$ cat src/design/lvqp_pkg.sv
`default_nettype none
package lvqp_pkg;

  localparam int unsigned TAG_W        = 8;
  localparam int unsigned POS_W        = 5;
  localparam int unsigned RESULT_LIMIT = 16;
  localparam int unsigned DIV_W        = 16;

  localparam logic [31:0] LCG_MUL = 32'd1194211693;
  localparam logic [31:0] LCG_ADD = 32'd12345;

  // configuration register indexes
  localparam logic [1:0] CFG_BOARD_SIZE   = 2'd0;
  localparam logic [1:0] CFG_RNG_SEED     = 2'd1;
  localparam logic [1:0] CFG_MAX_ATTEMPTS = 2'd2;

  localparam logic [4:0]  BOARD_SIZE_RST   = 5'd8;
  localparam logic [31:0] RNG_SEED_RST     = 32'd1;
  localparam logic [15:0] MAX_ATTEMPTS_RST = 16'd1024;

  // control broadcast to every column cell
  typedef struct packed {
    logic clear;
    logic place;
  } lvqp_ctl_t;

endpackage
`default_nettype wire

$ cat src/design/lvqp_cell.sv
`default_nettype none
module lvqp_cell
  import lvqp_pkg::*;
(
  input  wire logic      clk_i,
  input  wire logic      rst_ni,
  input  wire lvqp_ctl_t ctl_i,
  input  wire logic      en_i,
  input  wire logic      sel_i,
  input  wire logic      ld_i,
  input  wire logic      rd_i,
  output logic           safe_o,
  output logic           ld_o,
  output logic           rd_o
);

  logic used_q, used_d;
  logic ld_q, ld_d;
  logic rd_q, rd_d;

  // diagonal marks move one column per placed row
  assign ld_o   = ld_q | sel_i;
  assign rd_o   = rd_q | sel_i;
  assign safe_o = en_i & ~(used_q | ld_q | rd_q);

  always_comb begin
    used_d = used_q;
    ld_d   = ld_q;
    rd_d   = rd_q;
    if (ctl_i.clear) begin
      used_d = 1'b0;
      ld_d   = 1'b0;
      rd_d   = 1'b0;
    end else if (ctl_i.place) begin
      used_d = used_q | sel_i;
      ld_d   = ld_i;
      rd_d   = rd_i;
    end
  end

  always_ff @(posedge clk_i or negedge rst_ni) begin
    if (!rst_ni) begin
      used_q <= 1'b0;
      ld_q   <= 1'b0;
      rd_q   <= 1'b0;
    end else begin
      used_q <= used_d;
      ld_q   <= ld_d;
      rd_q   <= rd_d;
    end
  end

endmodule
`default_nettype wire

$ cat src/design/lvqp_mod.sv
`default_nettype none
module lvqp_mod
  import lvqp_pkg::*;
(
  input  wire logic               clk_i,
  input  wire logic               rst_ni,
  input  wire logic               start_i,
  input  wire logic [DIV_W-1:0]   num_i,
  input  wire logic [POS_W-1:0]   den_i,
  output logic                    done_o,
  output logic [POS_W-1:0]        rem_o
);

  localparam int unsigned SW = $clog2(DIV_W + 1);

  logic             busy_q, busy_d;
  logic             done_q, done_d;
  logic [SW-1:0]    step_q, step_d;
  logic [DIV_W-1:0] num_q, num_d;
  logic [POS_W-1:0] den_q, den_d;
  logic [POS_W-1:0] rem_q, rem_d;
  logic [POS_W:0]   trial;

  assign done_o = done_q;
  assign rem_o  = rem_q;

  // restoring remainder, one dividend bit per cycle
  always_comb begin
    busy_d = busy_q;
    done_d = 1'b0;
    step_d = step_q;
    num_d  = num_q;
    den_d  = den_q;
    rem_d  = rem_q;
    trial  = {rem_q, num_q[DIV_W-1]};
    if (start_i) begin
      busy_d = 1'b1;
      step_d = SW'(DIV_W);
      num_d  = num_i;
      den_d  = den_i;
      rem_d  = '0;
    end else if (busy_q) begin
      if (trial >= {1'b0, den_q}) begin
        rem_d = POS_W'(trial - {1'b0, den_q});
      end else begin
        rem_d = trial[POS_W-1:0];
      end
      num_d  = {num_q[DIV_W-2:0], 1'b0};
      step_d = step_q - SW'(1);
      if (step_q == SW'(1)) begin
        busy_d = 1'b0;
        done_d = 1'b1;
      end
    end
  end

  always_ff @(posedge clk_i or negedge rst_ni) begin
    if (!rst_ni) begin
      busy_q <= 1'b0;
      done_q <= 1'b0;
      step_q <= '0;
    end else begin
      busy_q <= busy_d;
      done_q <= done_d;
      step_q <= step_d;
    end
  end

  always_ff @(posedge clk_i) begin
    num_q <= num_d;
    den_q <= den_d;
    rem_q <= rem_d;
  end

endmodule
`default_nettype wire

$ cat src/design/las_vegas_queen_placer_core.sv
`default_nettype none
// Per attempt, each row counts safe columns, steps the generator, divides its upper
// 16 bits by the count and scans to the safe column the remainder picks; a request
// runs until an attempt succeeds or the attempt limit is hit, then emits n results
// (or a failed result), one per cycle with m_axis_tready high. One request at a time.
// Reset: registers return to board 8, seed 1, limit 1024, generator loaded with 1.
module las_vegas_queen_placer_core
  import lvqp_pkg::*;
#(
  parameter int unsigned MAX_QUEENS = 16
) (
  input  wire logic        clk_i,
  input  wire logic        rst_ni,
  input  wire logic        cfg_we_i,
  input  wire logic [1:0]  cfg_idx_i,
  input  wire logic [31:0] cfg_data_i,
  input  wire logic        s_axis_tvalid,
  output logic             s_axis_tready,
  input  wire logic [7:0]  s_axis_tdata,   // [7:0] request_tag
  output logic             m_axis_tvalid,
  input  wire logic        m_axis_tready,
  output logic [23:0]      m_axis_tdata,   // [7:0] result_tag, [12:8] row_number,
                                           // [17:13] column_number, [23:18] zero
  output logic             m_axis_tuser,   // [0] solved
  output logic             m_axis_tlast
);

  localparam int unsigned NCOL = (MAX_QUEENS < RESULT_LIMIT) ? MAX_QUEENS : RESULT_LIMIT;
  localparam int unsigned CW   = $clog2(NCOL);

  typedef enum logic [2:0] {
    ST_IDLE, ST_START, ST_COUNT, ST_MODGO, ST_DIV, ST_SCAN, ST_EMIT
  } state_e;

  state_e state_q;

  logic [4:0]       board_size_q;
  logic [15:0]      max_attempts_q;
  logic [31:0]      gen_q;
  logic [15:0]      attempt_q;
  logic [TAG_W-1:0] tag_q;
  logic [POS_W-1:0] n_q;
  logic [POS_W-1:0] row_q;
  logic [POS_W-1:0] cnt_q;
  logic [POS_W-1:0] idx_q;
  logic [CW-1:0]    col_q;
  logic [POS_W-1:0] orow_q;
  logic             solved_q;
  logic [POS_W-1:0] qcol_q [NCOL];

  logic [POS_W-1:0] n_eff;
  logic [POS_W-1:0] safe_cnt;
  logic [NCOL-1:0]  safe_vec;
  logic [NCOL-1:0]  ld_vec;
  logic [NCOL-1:0]  rd_vec;
  logic [31:0]      gen_next;
  logic             place;
  lvqp_ctl_t        ctl;
  logic             mod_done;
  logic [POS_W-1:0] mod_rem;
  logic             out_last;
  logic [POS_W-1:0] out_col;
  logic [CW-1:0]    orow_idx;
  logic [CW-1:0]    row_idx;

  always_comb begin
    n_eff = board_size_q;
    if (board_size_q == 5'd0) begin
      n_eff = 5'd1;
    end else if (board_size_q > POS_W'(NCOL)) begin
      n_eff = POS_W'(NCOL);
    end
  end

  assign gen_next = gen_q * LCG_MUL + LCG_ADD;
  assign place    = (state_q == ST_SCAN) && safe_vec[col_q] && (idx_q == '0);
  assign ctl      = {(state_q == ST_START), place};

  for (genvar k = 0; k < NCOL; k++) begin : g_cell
    logic ld_in, rd_in;
    if (k == 0) begin : g_first
      assign ld_in = 1'b0;
    end else begin : g_mid_l
      assign ld_in = ld_vec[k-1];
    end
    if (k == NCOL - 1) begin : g_last
      assign rd_in = 1'b0;
    end else begin : g_mid_r
      assign rd_in = rd_vec[k+1];
    end
    lvqp_cell u_cell (
      .clk_i  (clk_i),
      .rst_ni (rst_ni),
      .ctl_i  (ctl),
      .en_i   (POS_W'(k) < n_q),
      .sel_i  (place && (col_q == CW'(k))),
      .ld_i   (ld_in),
      .rd_i   (rd_in),
      .safe_o (safe_vec[k]),
      .ld_o   (ld_vec[k]),
      .rd_o   (rd_vec[k])
    );
  end

  always_comb begin
    safe_cnt = '0;
    for (int k = 0; k < NCOL; k++) begin
      safe_cnt = safe_cnt + POS_W'(safe_vec[k]);
    end
  end

  lvqp_mod u_mod (
    .clk_i   (clk_i),
    .rst_ni  (rst_ni),
    .start_i (state_q == ST_MODGO),
    .num_i   (gen_q[31:16]),
    .den_i   (cnt_q),
    .done_o  (mod_done),
    .rem_o   (mod_rem)
  );

  assign row_idx  = CW'(row_q - POS_W'(1));
  assign orow_idx = CW'(orow_q - POS_W'(1));
  assign out_col  = solved_q ? qcol_q[orow_idx] : '0;
  assign out_last = !solved_q || (orow_q == n_q);

  assign s_axis_tready = (state_q == ST_IDLE);
  assign m_axis_tvalid = (state_q == ST_EMIT);
  assign m_axis_tdata  = {6'd0, out_col, (solved_q ? orow_q : POS_W'(0)), tag_q};
  assign m_axis_tuser  = solved_q;
  assign m_axis_tlast  = out_last;

  always_ff @(posedge clk_i or negedge rst_ni) begin
    if (!rst_ni) begin
      state_q        <= ST_IDLE;
      board_size_q   <= BOARD_SIZE_RST;
      max_attempts_q <= MAX_ATTEMPTS_RST;
      gen_q          <= RNG_SEED_RST;
      attempt_q      <= '0;
      n_q            <= '0;
      row_q          <= '0;
      cnt_q          <= '0;
      idx_q          <= '0;
      col_q          <= '0;
      orow_q         <= '0;
      solved_q       <= 1'b0;
    end else begin
      case (state_q)
        ST_IDLE: begin
          if (s_axis_tvalid) begin
            n_q       <= n_eff;
            attempt_q <= '0;
            if (max_attempts_q == '0) begin
              solved_q <= 1'b0;
              state_q  <= ST_EMIT;
            end else begin
              state_q <= ST_START;
            end
          end
        end
        ST_START: begin
          attempt_q <= attempt_q + 16'd1;
          row_q     <= POS_W'(1);
          state_q   <= ST_COUNT;
        end
        ST_COUNT: begin
          cnt_q <= safe_cnt;
          if (safe_cnt == '0) begin
            // dead end: retry or give up
            if (attempt_q < max_attempts_q) begin
              state_q <= ST_START;
            end else begin
              solved_q <= 1'b0;
              state_q  <= ST_EMIT;
            end
          end else begin
            gen_q   <= gen_next;
            state_q <= ST_MODGO;
          end
        end
        ST_MODGO: begin
          state_q <= ST_DIV;
        end
        ST_DIV: begin
          if (mod_done) begin
            idx_q   <= mod_rem;
            col_q   <= '0;
            state_q <= ST_SCAN;
          end
        end
        ST_SCAN: begin
          if (place) begin
            if (row_q == n_q) begin
              solved_q <= 1'b1;
              orow_q   <= POS_W'(1);
              state_q  <= ST_EMIT;
            end else begin
              row_q   <= row_q + POS_W'(1);
              state_q <= ST_COUNT;
            end
          end else begin
            if (safe_vec[col_q]) begin
              idx_q <= idx_q - POS_W'(1);
            end
            col_q <= col_q + CW'(1);
          end
        end
        ST_EMIT: begin
          if (m_axis_tready) begin
            if (out_last) begin
              state_q <= ST_IDLE;
            end else begin
              orow_q <= orow_q + POS_W'(1);
            end
          end
        end
        default: state_q <= ST_IDLE;
      endcase

      if (cfg_we_i) begin
        case (cfg_idx_i)
          CFG_BOARD_SIZE:   board_size_q   <= cfg_data_i[4:0];
          CFG_RNG_SEED:     gen_q          <= cfg_data_i;
          CFG_MAX_ATTEMPTS: max_attempts_q <= cfg_data_i[15:0];
          default: ;
        endcase
      end
    end
  end

  // hold tag and placed columns
  always_ff @(posedge clk_i) begin
    if (s_axis_tvalid && s_axis_tready) begin
      tag_q <= s_axis_tdata;
    end
    if (place) begin
      qcol_q[row_idx] <= POS_W'(col_q) + POS_W'(1);
    end
  end

endmodule
`default_nettype wire
$ cat config.mk
export PLATFORM = sky130hd
export DESIGN_NAME = las_vegas_queen_placer_core
export DESIGN_NICKNAME = d
export VERILOG_FILES = /design/src/design/lvqp_pkg.sv /design/src/design/lvqp_cell.sv /design/src/design/lvqp_mod.sv /design/src/design/las_vegas_queen_placer_core.sv
export SDC_FILE = /design/constraint.sdc
export NUM_CORES = 1
export LEC_CHECK = 0
export ABC_AREA = 0
export BUFFER_PORTS_ARGS = -buffer_cell sky130_fd_sc_hd__buf_2
export CAP_MARGIN = 20
export CORE_ASPECT_RATIO = 0.9
export CORE_MARGIN = 4
export CORE_UTILIZATION = 40
export CTS_BUF_LIST = sky130_fd_sc_hd__clkbuf_16
export CTS_CLUSTER_SIZE = 14
export DETAILED_ROUTE_END_ITERATION = 8
export GPL_ROUTABILITY_DRIVEN = 0
export GPL_TIMING_DRIVEN = 1
export PLACE_DENSITY = 0.65
export SYNTH_ARGS = -nofsm -noshare
export SYNTH_HDL_FRONTEND = slang
export SYNTH_SLANG_ARGS = --single-unit
$ cat constraint.sdc
create_clock -name clk_i -period 15.9 [get_ports clk_i]
set_clock_uncertainty 0.1 [all_clocks]
set_input_delay 2.385 -clock clk_i [delete_from_list [all_inputs] [get_ports clk_i]]
set_output_delay 2.385 -clock clk_i [all_outputs]
set_load 0.02 [all_outputs]
# Word-level counts from Yosys, hierarchy flattened
# Memories as Yosys holds them, arrays and structs flattened.
# Index checks and enable logic that the tools add are counted.
dict set report op_classes {
  eq_ne 39
  n_reduce_logical 45
  bitwise_logic 110
  muxes 151
  magnitude_cmp 20
  multipliers 1
  n_addsub 26
}
# operator n
set ops {}
lappend ops {{$mux W32} 4}
lappend ops {{$mux W1} 109}
lappend ops {{$mux W5} 16}
lappend ops {{$or A1 B1 Y1} 78}
lappend ops {{$add A5 B1 Y5} 11}
lappend ops {{$mux W16} 3}
lappend ops {{$lt A4 B5 Y1 const A} 8}
lappend ops {{$add A32 B14 Y32 const B} 1}
lappend ops {{$eq A4 B4 Y1 const B} 8}
lappend ops {{$mul A32 B31 Y32 const B} 1}
lappend ops {{$pmux W16 S2} 1}
lappend ops {{$pmux W5 S2} 3}
lappend ops {{$mux W3} 9}
lappend ops {{$pmux W3 S7} 1}
lappend ops {{$lt A3 B5 Y1 const A} 4}
lappend ops {{$logic_and A1 B1 Y1} 19}
lappend ops {{$add A16 B1 Y16 const B} 1}
lappend ops {{$and A1 B1 Y1} 16}
lappend ops {{$eq A4 B3 Y1 const B} 4}
lappend ops {{$logic_not A16 Y1} 1}
lappend ops {{$lt A16 B16 Y1} 1}
lappend ops {{$not A1 Y1} 16}
lappend ops {{$logic_not A5 Y1} 3}
lappend ops {{$ne A2 B2 Y1 const B} 7}
lappend ops {{41 further kinds} 67}
dict set report totals {
  memories 1
  in_bits 47
  elab_cells 459
  ram_bits 80
  out_inout_bits 28
  reg_bits 190
}
# memory depth width read_ports rd_ports_with_merged_regs write_ports line_no
set memory_table {}
lappend memory_table {qcol_q 16 5 1 0 1 las_vegas_queen_placer_core.sv:49} ;# logic [POS_W-1:0] qcol_q [NCOL];

# Longest topological paths before layout
dict set report logic_depth {
  depth_word 24
  ltp_mapped 26
  ltp_nobuf 26
}

# Hierarchy
# A second synthesis with hierarchy kept.
dict set report unflattened {
  cells_unflattened 2237
  hier_area_um2 23207.3
}
# module area_per_inst_um2 n_inst cells_per_inst seq_area_each_um2
set by_module_without_submodules {}
lappend by_module_without_submodules {las_vegas_queen_placer_core 19426.1 1 1932 5198.7}
lappend by_module_without_submodules {lvqp_cell 138.9 16 12 75.1}
lappend by_module_without_submodules {lvqp_mod 1559.0 1 113 905.9}

# Worst setup path before layout
# Ideal clock, no wire load.
dict set report synth_path {
  path_type {reg-to-reg}
  start {register gen_q[0]}
  end {register gen_q[30]}
  setup_slack_ns 9.310
  arrival_ns 6.390
  period_less_slack_ns 6.590
  path_buffers 0
  required_ns 15.701
  path_stages_with_launch 25
  setup_time_ns 0.099
  cell_sequence {dfstp_2 fa_1 fa_1 fa_1 inv_1 fa_1 inv_1 ha_1 inv_1 fa_1 inv_1 fa_1 inv_1 fa_1 inv_1 ha_1 nand2_1 a221oi_1 o21ai_0 o21a_1 nor3b_1 nor3_1 o21ai_0 a2111oi_0 a311oi_1}
}
dict set report synth_between {
  elab_chain_len 6
}
# item line_no
set synth_lines {}
lappend synth_lines {{from (decl)} las_vegas_queen_placer_core.sv:39} ;# logic [31:0] gen_q;
lappend synth_lines {{from (signal assigned)} las_vegas_queen_placer_core.sv:177} ;# gen_q <= gen_next;
lappend synth_lines {{from (signal assigned)} las_vegas_queen_placer_core.sv:223} ;# CFG_RNG_SEED: gen_q <= cfg_data_i;
lappend synth_lines {{$mul A32 B31 Y32 (*)} las_vegas_queen_placer_core.sv:75} ;# assign gen_next = gen_q * LCG_MUL + LCG_ADD;
lappend synth_lines {{$add A32 B14 Y32 (*)} las_vegas_queen_placer_core.sv:75}
lappend synth_lines {{$mux W32 (*)} las_vegas_queen_placer_core.sv:168} ;# if (safe_cnt == '0) begin
lappend synth_lines {{$mux W32 (*)} las_vegas_queen_placer_core.sv:148} ;# case (state_q)
lappend synth_lines {{$mux W32} las_vegas_queen_placer_core.sv:221} ;# case (cfg_idx_i)
lappend synth_lines {{$mux W32 (*)} las_vegas_queen_placer_core.sv:220} ;# if (cfg_we_i) begin
# Every way passes the cells marked *; elsewhere a longest branch is shown, timed or not.
# A chain may end at the register's enable or synchronous reset.

# Worst setup path after layout
# Ends and elaborated chain as after synthesis.

==> impl_metrics.py <==
metrics = {
    "die": {
        "boundaryPins": 75,
        "placement_rows": 82,
        "fp.coreArea_um2": 56100,
        "die-area_um2": 61000,
        "die_y_um": 235,
        "effective_utilization_at_floorplan": 0.407,
        "die_x_um": 260,
    },
    "logic_synthesis": {
        "synthSimpleGateAreaFrac": 0.0933,
        "async_reset_ff_frac": 0.576,
        "synthesis.area_um2": 22900,
        "synth_mux_area_frac": 0.0387,
        "post_synth_fa_ha_maj_area_fraction": 0.328,
        "synth_warnings": 0,
        "synth-compound-area-share": 0.0905,
        "ys_seq_area_frac": 0.317,
        "synth-xor-area-share": 0.0318,
        "synth-edff-count": 109,
        "post_synth_inst_count": 2273,
        "synth-seq-cells": 269,
        "main_combinational_cell_family_by_area_after_synthesis": "adder cells",
        "synth_top_flop_cell": "sky130_fd_sc_hd__dfrtp_1",
        "post_synthesis_area_per_instance_um2": 10.1,
        "post_synth_num_cell_types": 78,
    },
    "worst_setup_path": {
        "timing.critical_path.to_type": "flop",
        "r2r_start": "gen_q[0]",
        "setup.worst_path.class": "flop to flop",
        "critical-path-top-cell-by-count": "sky130_fd_sc_hd__fa_1",
        "timing.critical_path.fanout_max": 11,
        "worst-r2r-cell-count": 24,
        "cp_data_arrival_time_ps": 7690,
        "cp-start-kind": "flop",
        "critPathLaunch": "gen_q[0]",
        "cpPeakStageDelay_ps": 720,
        "critPathSlowestCell": "sky130_fd_sc_hd__dfstp_2",
        "critical_path.reg2reg.endpoint": "gen_q[30]",
        "crit_chain": "fa_1 > fa_1 > fa_1 > inv_1 > fa_1 > inv_1 > ha_1 > inv_1 > fa_1 > inv_1 > fa_1 > inv_1 > fa_1 > inv_1 > ha_1 > nand2_1 > a221oi_1 > o21ai_0 > o21a_1 > nor3b_1 > nor3_1 > o21ai_0 > a2111oi_0 > a311oi_1",
        "timing.critical_path.required_ps": 16290,
        "ff2ff_setup_slack_ps": 8600,
    },
    "run_status": {
        "outcome": "complete, no violations",
    },
    "cts": {
        "tritoncts": "yes",
        "postCtsSetupRepairBufs": 0,
        "cts_root_buffer": "sky130_fd_sc_hd__clkbuf_16",
        "cts_num_sinks": 269,
        "clk_pin_slew_worst_paths_ps": 60,
        "cts_hold_repair_buffers": 0,
        "ctsHtreeMaxLevel": 1,
        "tritoncts.num_buffers": 31,
        "clk_latency_ps": 600,
        "clock_path_buffers": 3,
        "cts_resized": 0,
    },
    "layout": {
        "area_delta_synth_final_pct": 9.67,
        "seqCellArea_um2": 7260,
        "n_fill_cell": 5286,
        "final_common_cell": "sky130_fd_sc_hd__inv_1",
        "mostFrequentLayoutCells": "537 x sky130_fd_sc_hd__inv_1, 247 x sky130_fd_sc_hd__ha_1, 220 x sky130_fd_sc_hd__fa_1, 167 x sky130_fd_sc_hd__nand2_1, 152 x sky130_fd_sc_hd__dfrtp_1",
        "final_layout_size_suffix_gt1_frac": 0.0799,
        "multi_input_gate_area_in_the_final_layout_um2": 13300,
        "antenna_cells": 0,
        "final_net_count": 2844,
    },
    "placement": {
        "detailedPlacementHpwl_um": 46400,
        "place.port_buffers": 68,
    },
    "detailed_routing": {
        "total_wirelength_of_the_detailed_routed_design_um": 58000,
        "avgRoutedWirePerCell_um": 18.6,
        "drt_first_iter_violations": 1064,
        "vias_per_cell": 5.23,
        "first_pass_iters": 5,
        "count_of_nets_left_with_antenna_violations_after_detail_routing": 0,
        "drc_errors": 0,
        "dr_total_vias": 16300,
    },
    "grt": {
        "grt_max_degree": 64,
        "grt_first_pass_wirelength_um": 93600,
        "global_route.overflow_total": 0,
        "grt_pass1_vias": 17100,
        "grt_antenna_before_repair": 0,
        "grt_total_usage": 0.191,
    },
    "sta": {
        "worst-slew-pin-transition_ps": 1230,
        "tns_ps": 0,
        "setup_violations": 0,
        "timing_hold_violations_final": 0,
        "report.final.slew_viol_count": 0,
        "worst_slew_margin_rel": 0.181,
        "rsz0062_at_grt": "false",
        "layout_worst_path_cycle_share": 0.459,
        "period_needed_ps": 7300,
        "fmax_mhz": 137,
    },
    "min_path": {
        "whs_endpoint": "u_mod.den_q[3]",
        "worstHoldStart": "cnt_q[3]",
        "min_path_cells": 0,
        "worst_hold_path_type": "flop to flop",
    },
    "flow_run": {
        "max_cap_violations": 0,
    },
}
-- cell usage after synthesis (3+ instances only) --
cell,number,area (um^2)
sky130_fd_sc_hd__inv_1,533,2000
sky130_fd_sc_hd__ha_1,247,3090
sky130_fd_sc_hd__fa_1,220,4400
sky130_fd_sc_hd__nand2_1,167,627
sky130_fd_sc_hd__dfrtp_1,152,3800
sky130_fd_sc_hd__o21ai_0,124,621
sky130_fd_sc_hd__nor2_1,113,424
sky130_fd_sc_hd__edfxtp_1,109,3270
sky130_fd_sc_hd__a21oi_1,88,440
sky130_fd_sc_hd__xnor2_1,58,508
sky130_fd_sc_hd__clkbuf_1,41,154
sky130_fd_sc_hd__nand3_1,38,190
sky130_fd_sc_hd__and3_1,27,169
sky130_fd_sc_hd__nor3_1,26,130
sky130_fd_sc_hd__xor2_1,25,219
sky130_fd_sc_hd__mux2_2,23,259
sky130_fd_sc_hd__mux4_2,22,495
sky130_fd_sc_hd__a211oi_1,20,150
sky130_fd_sc_hd__a31oi_1,18,113
sky130_fd_sc_hd__a21o_1,17,128
sky130_fd_sc_hd__and2_1,15,93.8
sky130_fd_sc_hd__nand4_1,14,87.6
sky130_fd_sc_hd__nor2b_1,14,87.6
sky130_fd_sc_hd__mux2i_1,13,130
sky130_fd_sc_hd__nand2b_1,10,62.6
sky130_fd_sc_hd__buf_2,9,45.0
sky130_fd_sc_hd__o31ai_1,9,67.6
sky130_fd_sc_hd__buf_4,8,60.1
sky130_fd_sc_hd__o211ai_1,8,60.1
sky130_fd_sc_hd__a2111oi_0,7,61.3
sky130_fd_sc_hd__nor4_1,7,43.8
sky130_fd_sc_hd__o21a_1,6,45.0
sky130_fd_sc_hd__buf_1,5,18.8
sky130_fd_sc_hd__dfxtp_1,5,100
sky130_fd_sc_hd__or3_1,5,31.3
sky130_fd_sc_hd__or4_1,5,37.5
sky130_fd_sc_hd__a2111o_1,4,45.0
sky130_fd_sc_hd__nand3b_1,4,30.0
sky130_fd_sc_hd__nor4b_1,4,35.0
sky130_fd_sc_hd__a21boi_0,3,22.5
sky130_fd_sc_hd__a22oi_1,3,22.5
sky130_fd_sc_hd__dfstp_2,3,78.8
sky130_fd_sc_hd__nor3b_1,3,22.5
sky130_fd_sc_hd__o21ai_1,3,15.0
-- cell families after synthesis --
kind of cell | count (synthesis)
adders and majority gates | 467
xor gates and xnor gates | 83
AOI/OAI and AO/OA | 339
DFF | 269
muxes | 58
buffers and inverters | 597
other | 1
and+or+nand+nor | 459
-- sequential cells by signal, summed over array words and instances (netlist names), 15 cells and up --
| name | count |
|---|---|
| qcol_q | 80 |
| gen_q | 32 |
| attempt_q | 16 |
| g_cell.u_cell.used_q | 16 |
| max_attempts_q | 16 |
| u_mod.num_q | 16 |
| g_cell.u_cell.rd_q | 15 |
| g_cell.u_cell.ld_q | 15 |
-- per-stage QoR --
| stage | worst slack [ps] | instance area, um^2 | utilization | cells | hold WS [ps] |
|---|---|---|---|---|---|
| global route | 8090 | 25100 | 0.447 | 3110 | 364 |
| floorplan | 9310 | 22900 | - | 2278 | 319 |
| finish | 8600 | 25100 | 0.447 | 3110 | 348 |
| CTS | 8590 | 25100 | 0.446 | 3109 | 352 |
| global placement | 8760 | 24000 | 0.427 | 3052 | 332 |
| detailed placement | 8640 | 24000 | 0.427 | 3052 | 337 |
-- area by class of cell --
class	instances	area share
Multi-Input combinational cell	1412	0.532
Sequential cell	269	0.289
Inverter	533	0.0798
Tap cell	756	0.0377
Clock buffer	32	0.0319
Timing Repair Buffer	83	0.0185
Clock inverter	25	0.0106
-- metal layers --
layer	vias to the layer above	track usage	wire length, um
li1	7498	-	-
met1	8148	0.273	25900
met4	0	0.0433	1360
met3	92	0.0404	4260
met2	512	0.302	26500
met5	-	0	0
-- critical path, delay by kind of cell, from the launching register on --
kind / cells / cell delay, ps
adders and majority gates: 9 / 4130
DFF: 1 / 720
and+or+nand+nor: 3 / 500
AOI/OAI and AO/OA: 6 / 1420
buffers and inverters: 6 / 310
-- worst max path at each step --
stage                      endpoint
after floorplan           gen_q[30]
after global placement    gen_q[30]
after detailed placement  gen_q[30]
after CTS                 gen_q[30]
after global routing      gen_q[30]
final                     gen_q[30]
Power is not shown: default switching activity piles up to over one toggle a cycle in this logic, so the estimate is an artifact.
